$ cat src/rtl/core/tlc_pkg.sv
// shared types, register indexes, reset values and decode functions
// for the traffic light controller; no dependencies
package tlc_pkg;

	typedef enum logic [1:0] {
		PH_NS_GO   = 2'd0,
		PH_NS_WARN = 2'd1,
		PH_EW_GO   = 2'd2,
		PH_EW_WARN = 2'd3
	} phase_t;

	typedef enum logic [2:0] {
		REG_NS_GREEN = 3'd0,
		REG_NS_YELLOW = 3'd1,
		REG_EW_GREEN = 3'd2,
		REG_EW_YELLOW = 3'd3,
		REG_TICKS_SEC = 3'd4,
		REG_TICKS_BLINK = 3'd5,
		REG_DEBOUNCE = 3'd6,
		REG_NONE = 3'd7
	} reg_index_t;

	localparam logic [6:0]  RstNsGreen = 7'd20;
	localparam logic [3:0]  RstNsYellow = 4'd3;
	localparam logic [6:0]  RstEwGreen = 7'd15;
	localparam logic [3:0]  RstEwYellow = 4'd3;
	localparam logic [15:0] RstTicksSec = 16'd1000;
	localparam logic [15:0] RstTicksBlink = 16'd500;
	localparam logic [7:0]  RstDebounce = 8'd20;
	localparam logic [6:0]  RstSeconds = 7'd23;

	localparam logic [7:0] SegZero = 8'hC0;
	localparam logic [7:0] SegBlank = 8'hFF;

	// active-low pattern, blank above nine
	function automatic logic [7:0] digit_pattern(input logic [3:0] d);
		logic [7:0] p;
		case (d)
			4'd0: p = 8'hC0;
			4'd1: p = 8'hF9;
			4'd2: p = 8'hA4;
			4'd3: p = 8'hB0;
			4'd4: p = 8'h99;
			4'd5: p = 8'h92;
			4'd6: p = 8'h82;
			4'd7: p = 8'hF8;
			4'd8: p = 8'h80;
			4'd9: p = 8'h90;
			default: p = SegBlank;
		endcase
		return p;
	endfunction

	// green plus yellow, saturated to the countdown width
	function automatic logic [6:0] load_value(input logic [6:0] green, input logic [3:0] yellow);
		logic [7:0] t;
		t = {1'b0, green} + {4'b0, yellow};
		return t[7] ? 7'd127 : t[6:0];
	endfunction

endpackage

$ cat src/rtl/core/tlc_display.sv
// seven-segment digit decode for the countdown display
// depends on tlc_pkg
module tlc_display (
	input  logic [6:0] seconds_left,
	input  logic       units_sel,
	input  logic       emergency,
	output logic [7:0] segments
);

	logic [17:0] prod;
	logic [3:0]  tens;
	logic [6:0]  tens_x10;
	logic [6:0]  units;

	// divide by ten through a reciprocal, exact below 128
	assign prod = {11'd0, seconds_left} * 18'd205;
	assign tens = prod[14:11];
	assign tens_x10 = {tens, 3'b000} + {2'b00, tens, 1'b0};
	assign units = seconds_left - tens_x10;

	always_comb begin
		if (emergency) begin
			segments = tlc_pkg::SegZero;
		end else if (units_sel) begin
			segments = tlc_pkg::digit_pattern(units[3:0]);
		end else begin
			segments = tlc_pkg::digit_pattern(tens);
		end
	end

endmodule

$ cat src/rtl/core/traffic_light_controller.sv
// four-phase traffic light controller top level, one tick per input transfer
// depends on tlc_pkg and tlc_display
// the result of a tick is registered in the output register at its accepting edge
// throughput: one tick per cycle; the single output register holds back input
// only while its result waits for m_tready
// reset: arst_n resets all state but the output data and user registers, config returns to default times and dividers
module traffic_light_controller (
	input  logic        clk,
	input  logic        arst_n,
	input  logic        cfg_we,
	input  logic [2:0]  cfg_index,
	input  logic [15:0] cfg_data,
	input  logic        s_tvalid,
	output logic        s_tready,
	input  logic [7:0]  s_tdata,   // key_down
	output logic        m_tvalid,
	input  logic        m_tready,
	output logic [15:0] m_tdata,   // ns_red_on, ns_yellow_on, ns_green_on, ew_red_on,
	                               // ew_yellow_on, ew_green_on, segments, emergency_active
	output logic [1:0]  m_tuser    // digit_select
);

	logic [6:0]  ns_green_q, ew_green_q;
	logic [3:0]  ns_yellow_q, ew_yellow_q;
	logic [15:0] ticks_sec_q, ticks_blink_q;
	logic [7:0]  debounce_q;

	tlc_pkg::phase_t phase_q, phase_d;
	logic [6:0]  seconds_q, seconds_d;
	logic [15:0] ms_q, ms_d, blink_cnt_q, blink_cnt_d;
	logic        blink_q, blink_d, pending_q, pending_d;
	logic [1:0]  scan_q;
	logic        emerg_q, emerg_d, key_prev_q;
	logic [7:0]  release_q, release_d, release_inc, limit;
	logic [15:0] ms_inc, blink_inc;
	logic [6:0]  sec_dec;
	logic        key, accept;

	logic        out_valid_q;
	logic [15:0] out_data_q;
	logic [1:0]  out_user_q;
	logic [7:0]  segments;
	logic [5:0]  lamps;

	assign key = s_tdata[0];
	assign s_tready = !out_valid_q || m_tready;
	assign accept = s_tvalid && s_tready;

	// config registers
	always_ff @(posedge clk or negedge arst_n) begin
		if (!arst_n) begin
			ns_green_q <= tlc_pkg::RstNsGreen;
			ns_yellow_q <= tlc_pkg::RstNsYellow;
			ew_green_q <= tlc_pkg::RstEwGreen;
			ew_yellow_q <= tlc_pkg::RstEwYellow;
			ticks_sec_q <= tlc_pkg::RstTicksSec;
			ticks_blink_q <= tlc_pkg::RstTicksBlink;
			debounce_q <= tlc_pkg::RstDebounce;
		end else if (cfg_we) begin
			case (tlc_pkg::reg_index_t'(cfg_index))
				tlc_pkg::REG_NS_GREEN: ns_green_q <= cfg_data[6:0];
				tlc_pkg::REG_NS_YELLOW: ns_yellow_q <= cfg_data[3:0];
				tlc_pkg::REG_EW_GREEN: ew_green_q <= cfg_data[6:0];
				tlc_pkg::REG_EW_YELLOW: ew_yellow_q <= cfg_data[3:0];
				tlc_pkg::REG_TICKS_SEC: ticks_sec_q <= cfg_data;
				tlc_pkg::REG_TICKS_BLINK: ticks_blink_q <= cfg_data;
				tlc_pkg::REG_DEBOUNCE: debounce_q <= cfg_data[7:0];
				default: ;
			endcase
		end
	end

	// next state of one tick
	always_comb begin
		ms_inc = ms_q + 16'd1;
		pending_d = pending_q;
		if (ms_inc == 16'd0 || ms_inc >= ticks_sec_q) begin
			ms_d = 16'd0;
			pending_d = 1'b1;
		end else begin
			ms_d = ms_inc;
		end

		blink_inc = blink_cnt_q + 16'd1;
		blink_d = blink_q;
		if (blink_inc == 16'd0 || blink_inc >= ticks_blink_q) begin
			blink_cnt_d = 16'd0;
			blink_d = !blink_q;
		end else begin
			blink_cnt_d = blink_inc;
		end

		emerg_d = emerg_q;
		release_d = 8'd0;
		release_inc = (release_q == 8'hFF) ? release_q : release_q + 8'd1;
		limit = (debounce_q == 8'd0) ? 8'd1 : debounce_q;
		if (key && !key_prev_q) begin
			emerg_d = !emerg_q;
		end else if (emerg_q && !key) begin
			if (release_inc >= limit) begin
				emerg_d = 1'b0;
			end else begin
				release_d = release_inc;
			end
		end

		phase_d = phase_q;
		seconds_d = seconds_q;
		sec_dec = (seconds_q == 7'd0) ? 7'd0 : seconds_q - 7'd1;
		if (!emerg_d && pending_d) begin
			pending_d = 1'b0;
			seconds_d = sec_dec;
			case (phase_q)
				tlc_pkg::PH_NS_GO: begin
					if (sec_dec <= {3'b000, ns_yellow_q}) phase_d = tlc_pkg::PH_NS_WARN;
				end
				tlc_pkg::PH_NS_WARN: begin
					if (sec_dec == 7'd0) begin
						phase_d = tlc_pkg::PH_EW_GO;
						seconds_d = tlc_pkg::load_value(ew_green_q, ew_yellow_q);
					end
				end
				tlc_pkg::PH_EW_GO: begin
					if (sec_dec <= {3'b000, ew_yellow_q}) phase_d = tlc_pkg::PH_EW_WARN;
				end
				default: begin
					if (sec_dec == 7'd0) begin
						phase_d = tlc_pkg::PH_NS_GO;
						seconds_d = tlc_pkg::load_value(ns_green_q, ns_yellow_q);
					end
				end
			endcase
		end
	end

	always_ff @(posedge clk or negedge arst_n) begin
		if (!arst_n) begin
			phase_q <= tlc_pkg::PH_NS_GO;
			seconds_q <= tlc_pkg::RstSeconds;
			ms_q <= 16'd0;
			blink_cnt_q <= 16'd0;
			blink_q <= 1'b0;
			pending_q <= 1'b0;
			scan_q <= 2'd0;
			emerg_q <= 1'b0;
			key_prev_q <= 1'b0;
			release_q <= 8'd0;
		end else if (accept) begin
			phase_q <= phase_d;
			seconds_q <= seconds_d;
			ms_q <= ms_d;
			blink_cnt_q <= blink_cnt_d;
			blink_q <= blink_d;
			pending_q <= pending_d;
			scan_q <= scan_q + 2'd1;
			emerg_q <= emerg_d;
			key_prev_q <= key;
			release_q <= release_d;
		end
	end

	// result from the state before the update
	tlc_display u_display (
		.seconds_left(seconds_q),
		.units_sel(scan_q[0]),
		.emergency(emerg_q),
		.segments(segments)
	);

	// lamps from low bit: ns red, ns yellow, ns green, ew red, ew yellow, ew green
	always_comb begin
		if (emerg_q) begin
			lamps = 6'b001001;
		end else begin
			case (phase_q)
				tlc_pkg::PH_NS_GO: lamps = 6'b001100;
				tlc_pkg::PH_NS_WARN: lamps = {2'b00, 1'b1, 1'b0, blink_q, 1'b0};
				tlc_pkg::PH_EW_GO: lamps = 6'b100001;
				default: lamps = {1'b0, blink_q, 1'b0, 3'b001};
			endcase
		end
	end

	always_ff @(posedge clk or negedge arst_n) begin
		if (!arst_n) begin
			out_valid_q <= 1'b0;
		end else if (s_tready) begin
			out_valid_q <= s_tvalid;
		end
	end

	always_ff @(posedge clk) begin
		if (accept) begin
			out_data_q <= {1'b0, emerg_q, segments, lamps};
			out_user_q <= scan_q;
		end
	end

	assign m_tvalid = out_valid_q;
	assign m_tdata = out_data_q;
	assign m_tuser = out_user_q;

	// emergency result shows both reds and no green or yellow
	a_emerg_lamps: assert property (@(posedge clk) disable iff (!arst_n)
		(m_tvalid && m_tdata[14]) |->
		(m_tdata[5:0] == 6'b001001 && m_tdata[13:6] == tlc_pkg::SegZero))
		else $error("emergency result lamps or digits wrong");

	// phase and countdown frozen while emergency holds
	a_frozen: assert property (@(posedge clk) disable iff (!arst_n)
		emerg_q |-> ($stable(phase_q) && $stable(seconds_q)))
		else $error("countdown moved in emergency");

	// scan advances by one per transfer
	a_scan: assert property (@(posedge clk) disable iff (!arst_n)
		accept |=> (scan_q == $past(scan_q) + 2'd1))
		else $error("scan position skipped");

endmodule

$ cat config.mk
export PLATFORM = sky130hd
export DESIGN_NAME = traffic_light_controller
export DESIGN_NICKNAME = d
export VERILOG_FILES = /design/src/rtl/core/tlc_pkg.sv /design/src/rtl/core/tlc_display.sv /design/src/rtl/core/traffic_light_controller.sv
export SDC_FILE = /design/constraint.sdc
export NUM_CORES = 1
export LEC_CHECK = 0
export ABC_CLOCK_PERIOD_IN_PS = 8300
export BUFFER_PORTS_ARGS = -buffer_cell sky130_fd_sc_hd__buf_2
export CAP_MARGIN = 20
export CORE_UTILIZATION = 40
export CTS_BUF_LIST = sky130_fd_sc_hd__clkbuf_16
export DETAILED_ROUTE_END_ITERATION = 16
export GPL_TIMING_DRIVEN = 0
export MAX_ROUTING_LAYER = met4
export PLACE_DENSITY_LB_ADDON = 0.1
export SLEW_MARGIN = 25
export SYNTH_ARGS = -nofsm -noshare
export SYNTH_HDL_FRONTEND = slang
export SYNTH_SLANG_ARGS = --single-unit
$ cat constraint.sdc
create_clock -name clk -period 8.3 [get_ports clk]
set_clock_uncertainty 0.05 [all_clocks]
set_input_delay 0.415 -clock clk [delete_from_list [all_inputs] [get_ports clk]]
set_output_delay 0.415 -clock clk [all_outputs]
set_load 0.1 [all_outputs]
# Yosys cells after proc, flatten, opt, wreduce, memory -nomap -nowiden
# Memory sizes are Yosys's and may differ from the RTL's.
# Index checks and enable logic that the tools add are counted.
# op_classes
addsub	9
n_mul	1
n_div	0
n_lt_le_gt_ge	5
eq_ne	12
shift	0
mux	25
n_bitwise	0
n_reduce_logical	32
# ops
op	count
8-bit 2-to-1 mux	6
7-bit 2-to-1 mux	5
16-bit by 1-bit adder with 16-bit output (second input constant)	2
16-bit greater-or-equal comparator	2
16-bit logical NOT	2
16-bit 2-to-1 mux	2
6-bit case mux with 3 select lines	1
2-bit AND reduction	9
7-bit by 4-bit adder with 8-bit output	2
7-bit by 8-bit multiplier with 15-bit output (second input constant)	1
7-bit by 4-bit <= comparator with 1-bit output	2
7-bit logical NOT	2
7-bit case mux with 2 select lines	1
3-bit equality test (second input constant)	3
8-bit by 1-bit adder with 8-bit output (second input constant)	1
8-bit equality test (second input constant)	1
8-bit greater-or-equal comparator	1
8-bit logical NOT	1
2-bit 2-to-1 mux	4
7-bit by 1-bit subtractor with 7-bit output (second input constant)	1
3-bit by 2-bit equality test with 1-bit output (second input constant)	2
1-bit logical NOT	6
2-bit != test (second input constant)	3
2-bit case mux with 3 select lines	1
14 further kinds	23
# totals
ff_bits	135
latchBits	0
mem_bits_rw	0
rom_bits	224
inputBits	32
n_memories	2
# memory_table
memory	words	width	read_ports	rd_clocked_by_memory_dff	wr	line	text
(no name shown)	16	7	1	0	0	tlc_pkg.sv:38	case (d)
(no name shown)	16	7	1	0	0	tlc_pkg.sv:38	

# Depth between registers and ports, before layout
# Gate-level depths: netlist of the first run.
# depth
depth_word	9
depth_mapped	23
depth_no_buf	22

# Modules after synthesis
# From an unflattened synthesis of the first run, not the netlist that was laid out.
# unflattened
hier_cells	1065
area_unflattened_um2	9957.0
# by_module_without_submodules
mod	n_inst	cells_per_inst	area_per_inst_um2	seq_area_each_um2
traffic_light_controller	1	873	8358.0	3498.4
tlc_display	1	192	1599.0	0.0

# Least setup slack after synthesis of the first run
# OpenSTA, ideal clock, no wires.
# synth_timing
kind	flip-flop to flip-flop
startpoint	reg seconds_q[4]
endpoint	reg out_data_q[12] (netlist: m_tdata[12]) (data pin)
setup_ns	0.261
t_arrival_ns	5.514
slack_ns	2.475
path_stages_with_launch	21
path_buffers	0
period_less_slack_ns	5.825
path_cell_list	dfstp_2 inv_1 ha_1 fa_1 ha_1 inv_1 fa_1 inv_1 ha_1 nand3_1 a211o_1 a31oi_1 xnor2_1 inv_1 ha_1 nor3b_1 a2111o_1 nand3_1 xnor3_2 or4_1 o311a_1
# synth_between
elab_chain_len	5
elab_cells_between_ends	6
classes_between	2 x add/sub; 1 x mul; 1 x mux; 2 x memory
# synth_lines
element	line	text
start, declared	traffic_light_controller.sv:29	logic [6:0] seconds_q, seconds_d;
start signal, assigned	traffic_light_controller.sv:139	seconds_q <= tlc_pkg::RstSeconds;
start signal, assigned	traffic_light_controller.sv:150	seconds_q <= seconds_d;
7-bit by 8-bit multiplier with 15-bit output *	tlc_display.sv:16	assign prod = {11'd0, seconds_left} * 18'd205;
4-bit adder	tlc_display.sv:18	assign tens_x10 = {tens, 3'b000} + {2'b00, tens, 1'b0};
4-bit subtractor	tlc_display.sv:19	assign units = seconds_left - tens_x10;
memory read 16 x 7 bit	n/a	
8-bit 2-to-1 mux *	tlc_display.sv:24	end else if (units_sel) begin
end signal, assigned	traffic_light_controller.sv:194	out_data_q <= {1'b0, emerg_q, segments, lamps};
end, declared	traffic_light_controller.sv:40	logic [15:0] out_data_q;
# Mark *: on every way between the ends. The rest lies on a longest branch, timed or not.
# A chain may end at the register's enable or synchronous reset.

# Worst setup path after layout of the first run
# layout_timing
startpoint	reg seconds_q[1]
endpoint	reg out_data_q[11] (netlist: m_tdata[11]) (data pin)
# layout_between
elab_chain_len	5
elab_cells_between_ends	6
classes_between	2 x add/sub; 1 x mul; 1 x mux; 2 x memory
# layout_lines
element	line
7-bit by 8-bit multiplier with 15-bit output	tlc_display.sv:16
4-bit adder	tlc_display.sv:18
4-bit subtractor	tlc_display.sv:19
memory read 16 x 7 bit	n/a
8-bit 2-to-1 mux *	tlc_display.sv:24
# Marks and branches as above.

==> metrics.md, run 1 <==
| Metric | Value |
|---|---|
| Run status | `complete, no violations` |
| CTS tree | `done` |
| Vias per cell | `5.24` |
| Vias in the first global route | `7279` |
| 1st-iter DRT viols | `406` |
| Post-synth EDFFs | `16` |
| Root Driver | `clkbuf_16` |
| Mapped Nets | `1186` |
| Final antenna-violating net count | `0` |
| Syn Inst Count | `1022` |
| Relative slew slack | `0.465` |
| Register area share after synthesis | `0.357` |
| Crit Path Category | `register to register` |
| Ys async rst share | `0.881` |
| Commonest cells after routing, fill and taps aside | `ha_1 (122), nand2_1 (105), inv_1 (93)` |
| Final hold violations | `0` |
| Worst min path class | `input pin to register` |
| Gr ovfl total | `0` |
| Setup TNS Final | `0 ns` |
| CP startpoint kind | `register` |
| Synth Warn # | `0` |
| Io pins | `52` |
| Post-DR wirelength/cell | `16.5 µm` |
| Slowest cell on the critical path | `dfstp_2` |
| Min cycle time layout | `6.62 ns` |
| P&R area growth vs syn | `12.3%` |
| Worst path max stage delay | `0.65 ns` |
| Port bufs | `40` |
| Final period utilization | `0.797` |
| Final slew viol count | `0` |
| RSZ-0062 raised after global routing | `false` |
| # H-tree levels | `4` |
| DRT Pass-1 Iters | `5` |
| Worst-path clk slew | `0.06 ns` |
| Initial antenna violation count | `0` |
| Die area | `0.0249 mm²` |
| Flops & latches, synth | `134` |
| Share of post-route cells with drive strength above 1 | `0.154` |
| Via Count | `7420` |
| Pin count of the biggest net entering global routing | `61` |
| Placed wire-length estimate | `17.2 mm` |
| Row cnt | `56` |
| CP Data Arrival Time | `6.81 ns` |
| DRC | `0` |
| Drt total wl | `23.3 mm` |
| Worst skew pair latency | `0.42 ns` |
| Die W | `158 µm` |
| Post-synthesis cell type count | `71` |
| Layout net count | `1248` |
| # clock sinks | `134` |
| Top FF cell, synth | `dfrtp_1` |
| Initial Util | `0.411` |
| Element type at the critical path end | `register` |
| CTS Buf Count | `17` |
| First-pass GRT wire length | `39.0 mm` |
| Syn Area/Cell | `9.49 µm²` |
| Core Box Area | `0.0236 mm²` |
| Worst-Margin Slew | `0.800 ns` |
| Syn Std Cell Area | `0.00970 mm²` |
| Gr usage total | `0.210` |
| Peak Freq | `151 MHz` |
| Critical-path maximum fanout | `8` |
| Commonest non-fill, non-tap cell in the layout | `ha_1` |
| Clock tree buffer depth | `2` |
| Final setup viols | `0` |
| Diodes inserted | `0` |
| Critical-path cell list | `inv_1 > ha_1 > inv_1 > fa_1 > inv_1 > fa_1 > ha_1 > ha_1 > a21oi_1 > and2_1 > a31oi_1 > xnor2_1 > inv_1 > ha_1 > nor3b_1 > nor3b_1 > nand3_1 > nand3_1 > xnor3_2 > and4_4 > or3_1 > a311oi_1` |
| Max_cap viols | `0` |
| Die extent in y | `158 µm` |
| Worst EP required | `8.49 ns` |
| Routability cong. | `0.836` |
logic make-up (layout without fill, tap and decap cells):
| logic type | after synthesis | after routing | synth area share |
|---|---|---|---|
| fa+ha+maj | 132 | 132 | 0.178 |
| buf+inv | 131 | 205 | 0.0521 |
| mux | 51 | 51 | 0.0586 |
| other cells | 2 | 2 | 0.000774 |
| compound gates | 215 | 215 | 0.144 |
| xor+xnor | 60 | 60 | 0.0565 |
| simple gates | 297 | 297 | 0.153 |
| flops | 134 | 134 | 0.357 |
layout make-up:
cell class	count	area [µm²]
buffer	38	158
clock buffer	17	425
clock inverter	14	83.8
fill	2322	12700
inverter	93	349
multi-input combinational	757	5740
sequential	134	3470
tap	319	399
timing repair buffer	43	268
worst max-delay path, delay by kind of cell, from the launching register on:
| family | cells | cell delay (ns) |
|---|---|---|
| fa+ha+maj | 6 | 2.17 |
| buf+inv | 4 | 0.52 |
| compound gates | 3 | 0.53 |
| xor+xnor | 2 | 0.88 |
| simple gates | 7 | 1.64 |
| flops | 1 | 0.65 |
per-stage QoR:
stage / hold slack (ns) / utilization / cell area, µm² / std cells / setup WS, ns
floorplan: 0.0694 / - / 9700 / 1022 / 2.48
global placement: 0.407 / 0.436 / 10300 / 1381 / 1.70
detailed placement: 0.344 / 0.439 / 10400 / 1383 / 1.67
CTS: 0.147 / 0.461 / 10900 / 1415 / 1.64
global route: 0.149 / 0.461 / 10900 / 1415 / 1.16
finish: 0.159 / 0.461 / 10900 / 1415 / 1.68
path summary, 6_finish.rpt:
kind	depth (start not counted)	slack [ns]	end	start
worst max register to register	22	1.68	m_tdata[11]	seconds_q[1]
min in group asynchronous	2	0.48	blink_cnt_q[9]	arst_n
max in group asynchronous	3	7.03	ticks_sec_q[3]	arst_n
worst min-delay path	2	0.16	m_tvalid	s_tvalid
worst min register to register	1	0.43	scan_q[1]	scan_q[1]
worst max-delay path	22	1.68	m_tdata[11]	seconds_q[1]
layer usage:
layer | global-route usage | up-vias | part of all wire
met5 | - | - | 0
met4 | 0.0518 | 0 | 0.010
met3 | 0.0301 | 20 | 0.025
met2 | 0.319 | 105 | 0.44
met1 | 0.292 | 3553 | 0.52
li1 | - | 3742 | -
what timing repair did:
action | 4_1_cts | 5_1_grt
hold buffers | 1 | 0
endpoints found under the hold margin | 36 | 0
setup buffers | 0 | 0
setup endpoints to repair | 0 | 0
gates resized for setup | 0 | 0
cells in the mapped netlist (11+ instances only):
cell,count,area (µm²)
xor2_1,15,131
xnor2_1,43,377
a21o_1,20,150
clkbuf_1,33,124
dfstp_2,28,736
dfrtp_1,90,2250
inv_1,93,349
ha_1,122,1530
mux2_2,46,518
nor2_1,47,176
nand2b_1,15,93.8
nor3_1,13,65.1
edfxtp_1,16,480
nand3_1,28,140
nand4_1,14,87.6
nor2b_1,11,68.8
o21ai_0,80,400
a21oi_1,39,195
nand2_1,105,394
and3_1,12,75.1
registers in the layout (all words and copies together) (netlist names):
signal and cells:
release_q 8, m_tuser 2, debounce_q 8, ew_green_q 7, ew_yellow_q 4, ns_green_q 7, ns_yellow_q 4, pending_q 1
blink_cnt_q 16, m_tdata 14, m_tvalid 1, ticks_sec_q 16, seconds_q 7, key_prev_q 1, emerg_q 1, ticks_blink_q 16
phase_q 2, ms_q 16, blink_q 1, scan_q 2
Power of run 1 is not shown: default switching activity piles up to over one toggle a cycle in this logic, so the estimate is an artifact.
==> run 2, diff against run 1 <==
Settings changed: ABC_CLOCK_PERIOD_IN_PS 8300 to 6800.
Clock period 8.3 ns to 6.8 ns, I/O delays scaled along.
==> metrics.md, run 2 (same netlist as run 1, synthesis figures left out) <==
| Metric | Value |
|---|---|
| Setup WS post-layout | `0.422 ns` |
| Max_cap viols | `0` |
| # clock sinks | `134` |
| Die area | `0.0249 mm²` |
| CP startpoint kind | `register` |
| Dpl cell area | `0.0104 mm²` |
| Layout net count | `1248` |
| Finished Cell Area | `0.0109 mm²` |
| DRT Pass-1 Iters | `6` |
| Number of fillers in the final layout | `2320` |
| Critical-path maximum fanout | `8` |
| Critical-path cell list | `inv_1 > ha_1 > fa_1 > ha_1 > inv_1 > fa_1 > inv_1 > ha_1 > nand3_1 > a211o_1 > a31oi_1 > xnor2_2 > inv_1 > ha_1 > nor3b_2 > a2111o_1 > nand3_1 > xnor3_2 > and4_4 > or3_1 > a311oi_1` |
| RSZ-0062 raised after global routing | `false` |
| First-pass GRT wire length | `39.0 mm` |
| Vias in the first global route | `7279` |
| Gr ovfl total | `0` |
| Routability cong. | `0.836` |
| Final antenna-violating net count | `0` |
| Worst path max stage delay | `0.64 ns` |
| Clock tree buffer depth | `2` |
| Worst min path class | `input pin to register` |
| Post-CTS setup repair buffer count | `0` |
| Reg area | `0.00347 mm²` |
| Slowest cell on the critical path | `dfstp_2` |
| Worst-path clk slew | `0.06 ns` |
| CTS Buf Count | `17` |
| Port bufs | `40` |
| DP Worst Slack | `0.174 ns` |
| RR Startpoint | `seconds_q[4]` |
| # H-tree levels | `4` |
| Element type at the critical path end | `register` |
| Vias per cell | `5.25` |
| Worst skew pair latency | `0.42 ns` |
| Worst EP required | `6.99 ns` |
| Diodes inserted | `0` |
| Setup TNS Final | `0 ns` |
| Commonest cells after routing, fill and taps aside | `ha_1 (122), nand2_1 (105), inv_1 (93)` |
| Stages on worst setup path | `21` |
| Peak Freq | `157 MHz` |
| Final setup viols | `0` |
| Commonest non-fill, non-tap cell in the layout | `ha_1` |
| Share of post-route cells with drive strength above 1 | `0.156` |
| Root Driver | `clkbuf_16` |
| CP Data Arrival Time | `6.57 ns` |
| Io pins | `52` |
| Crit Path Category | `register to register` |
| Post-DR wirelength/cell | `16.5 µm` |
| Top Family by Delay on Critical Path | `adder cells` |
| Pin count of the biggest net entering global routing | `61` |
| Core Box Area | `0.0236 mm²` |
| Final slew viol count | `0` |
| CTS tree | `done` |
| Min cycle time layout | `6.38 ns` |
| Initial antenna violation count | `0` |
| Drt total wl | `23.3 mm` |
| DRC | `0` |
| Final core utilization | `0.462` |
| Placed wire-length estimate | `17.2 mm` |
| Final period utilization | `0.938` |
| Multi-input logic area | `0.00576 mm²` |
| Via Count | `7422` |
| Die extent in y | `158 µm` |
| Capture point of the worst path | `m_tdata[11]` |
| P&R area growth vs syn | `12.4%` |
| Final hold violations | `0` |
| Worst-Margin Slew | `0.800 ns` |
| Die W | `158 µm` |
| Reg2reg end | `m_tdata[11]` |
| Relative slew slack | `0.465` |
| FF-to-FF path depth | `21` |
| Run status | `complete, no violations` |
| Crit path buf inv count | `4` |
| Crit path from | `seconds_q[4]` |
| Row cnt | `56` |
| Initial Util | `0.411` |
| Flop2flop setup slack | `0.42 ns` |
| Gr usage total | `0.210` |
| 1st-iter DRT viols | `414` |
[run 2: cell types whose count changed in the layout (fill, tap and decap cells not counted)]
cell / before / now
nor3b_2: 1 / 2
xnor2_1: 43 / 42
nor3b_1: 5 / 4
xnor2_2: 0 / 1
[run 2: per-layer routing]
metal	vias up	global-route usage	wire, µm
met4	0	0.0518	233
li1	3743	-	-
met5	-	-	0
met3	20	0.0301	662
met2	104	0.319	10400
met1	3555	0.292	12000
[run 2: layout make-up]
cell class              instances  share of cell area
multi-input cells             757               0.528
flip-flops and latches        134               0.318
clock buffers                  17              0.0390
well taps                     319              0.0366
inverters                      93              0.0320
repair buffers                 43              0.0245
plain buffers                  38              0.0145
clock inverters                14             0.00769
[run 2: worst min path at each step]
stage	startpoint	endpoint	slack [ns]	depth (start not counted)
global route	s_tvalid	m_tvalid	0.07	2
finish	s_tvalid	m_tvalid	0.08	2
global placement	scan_q[1]	scan_q[1]	0.41	1
CTS	s_tvalid	m_tvalid	0.07	2
detailed placement	arst_n	blink_cnt_q[9]	0.27	1
floorplan	arst_n	blink_cnt_q[0]	-0.006	0
[run 2: worst register-to-register path: cells and delay by family, from the launching register on]
family / cells / cell delay (ns)
compound gates: 4 / 1.24
xor+xnor: 2 / 0.59
fa+ha+maj: 6 / 2.28
buf+inv: 4 / 0.42
flops: 1 / 0.64
simple gates: 5 / 0.97
[run 2: what timing repair did]
| item | CTS | global route |
|---|---|---|
| endpoints found under the setup margin | 0 | 5 |
| hold buffers | 1 | 0 |
| gates resized for setup | 0 | 2 |
| endpoints found under the hold margin | 36 | 0 |
[run 2: per-stage QoR]
step / instances / hold slack [ns]
4_1_cts: 1415 / 0.0723
3_5_place_dp: 1383 / 0.269
3_3_place_gp: 1381 / 0.407
6_report: 1415 / 0.0847
2_1_floorplan: 1022 / -0.00559
5_1_grt: 1415 / 0.0741
Power of run 2 is left out for the same reason.
==> run 3, diff against run 2 <==
Settings changed: ABC_CLOCK_PERIOD_IN_PS 6800 to 6150.
Clock period 6.8 ns to 6.15 ns, I/O delays scaled along.
==> metrics.md, run 3 (same netlist as run 1, synthesis figures left out) <==
| Metric | Value |
|---|---|
| Relative slew slack | `0.465` |
| DRT Pass-1 Iters | `5` |
| Drt total wl | `23.5 mm` |
| P&R area growth vs syn | `13.4%` |
| # H-tree levels | `4` |
| CTS Buf Count | `17` |
| Final hold violations | `0` |
| Via Count | `7416` |
| Worst EP required | `6.34 ns` |
| CP startpoint kind | `register` |
| Worst skew pair latency | `0.42 ns` |
| 1st-iter DRT viols | `409` |
| Clock tree buffer depth | `2` |
| Root Driver | `clkbuf_16` |
| Core Box Area | `0.0236 mm²` |
| CP Data Arrival Time | `6.12 ns` |
| Gr usage total | `0.210` |
| Slowest cell on the critical path | `dfstp_2` |
| Layout net count | `1254` |
| Run status | `complete, no violations` |
| Vias per cell | `5.22` |
| Die W | `158 µm` |
| CTS tree | `done` |
| Vias in the first global route | `7292` |
| Worst-Margin Slew | `0.800 ns` |
| Commonest cells after routing, fill and taps aside | `ha_1 (121), nand2_1 (105), inv_1 (93)` |
| Gr ovfl total | `0` |
| Io pins | `52` |
| Crit Path Category | `register to register` |
| Pin count of the biggest net entering global routing | `61` |
| Die area | `0.0249 mm²` |
| Diodes inserted | `0` |
| Element type at the critical path end | `register` |
| Final setup viols | `0` |
| Final period utilization | `0.964` |
| Critical-path cell list | `inv_1 > ha_1 > inv_1 > fa_1 > inv_1 > fa_1 > ha_1 > ha_1 > nand3_1 > a211o_4 > a31oi_4 > xnor2_2 > inv_1 > ha_1 > nor3b_2 > a2111o_1 > nand3_1 > xnor3_2 > and4_4 > or3_1 > a311oi_2` |
| Max_cap viols | `0` |
| Critical-path maximum fanout | `5` |
| Commonest non-fill, non-tap cell in the layout | `ha_1` |
| Final antenna-violating net count | `0` |
| Min cycle time layout | `5.93 ns` |
| Die extent in y | `158 µm` |
| # clock sinks | `134` |
| Row cnt | `56` |
| RR Startpoint | `seconds_q[2]` |
| First-pass GRT wire length | `39.1 mm` |
| DRC | `0` |
| Worst path max stage delay | `0.58 ns` |
| Peak Freq | `169 MHz` |
| Port bufs | `40` |
| Post-DR wirelength/cell | `16.5 µm` |
| Share of post-route cells with drive strength above 1 | `0.168` |
| Final slew viol count | `0` |
| Worst min path class | `input pin to register` |
| Setup TNS Final | `0 ns` |
| Initial antenna violation count | `0` |
| Initial Util | `0.411` |
| Placed wire-length estimate | `17.2 mm` |
| Worst-path clk slew | `0.06 ns` |
| Routability cong. | `0.836` |
| Crit path from | `seconds_q[2]` |
| HP Start | `s_tvalid` |
==> run 3: final cells by class <==
type                    count  area (µm²)
clock inverters            14        83.8
clock buffers              17         425
flip-flops and latches    134        3470
plain buffers              37         154
multi-input cells         757        5800
repair buffers             50         320
fillers                  2309       12600
well taps                 319         399
inverters                  93         349
==> run 3: timing repair <==
action	in CTS	in global routing
gates resized for setup	3	8
setup endpoints to repair	7	7
setup buffers	2	5
hold buffers	1	0
hold endpoints to repair	36	0
pin swaps	1	1
==> run 3: worst paths after layout <==
check                            endpoint  cells after the start  slack (ns)
max                           m_tdata[11]                     21        0.22
max in group asynchronous  ticks_sec_q[3]                      3        4.99
min in group asynchronous  blink_cnt_q[9]                      2        0.37
min                              m_tvalid                      2        0.05
min reg2reg                     scan_q[1]                      1        0.43
max reg2reg                   m_tdata[11]                     21        0.22
==> run 3: per-layer routing <==
metal	GRT usage	routed length, µm
met2	0.319	10500
met5	-	0
met4	0.0513	201
met1	0.293	12300
met3	0.0296	533
==> run 3: critical path: cells and delay by family (launching register included) <==
family                     cells  cell delay [ns]
AOI/OAI and AO/OA              4             1.18
xor gates and xnor gates       2             0.46
adders and majority gates      6             2.09
buffers and inverters          4             0.40
DFF                            1             0.58
and+or+nand+nor                5             1.01
==> run 3: through the flow <==
step | worst slack (ns) | instances | cell area [µm²] | hold slack, ns | utilization
2_1_floorplan | 0.325 | 1022 | 9700 | -0.0381 | -
3_3_place_gp | -0.453 | 1381 | 10300 | 0.407 | 0.436
3_5_place_dp | -0.476 | 1383 | 10400 | 0.237 | 0.439
4_1_cts | 0.0358 | 1417 | 10900 | 0.0398 | 0.463
5_1_grt | -0.0228 | 1421 | 11000 | 0.0416 | 0.466
6_report | 0.223 | 1421 | 11000 | 0.0511 | 0.466
Power of run 3 is left out for the same reason.
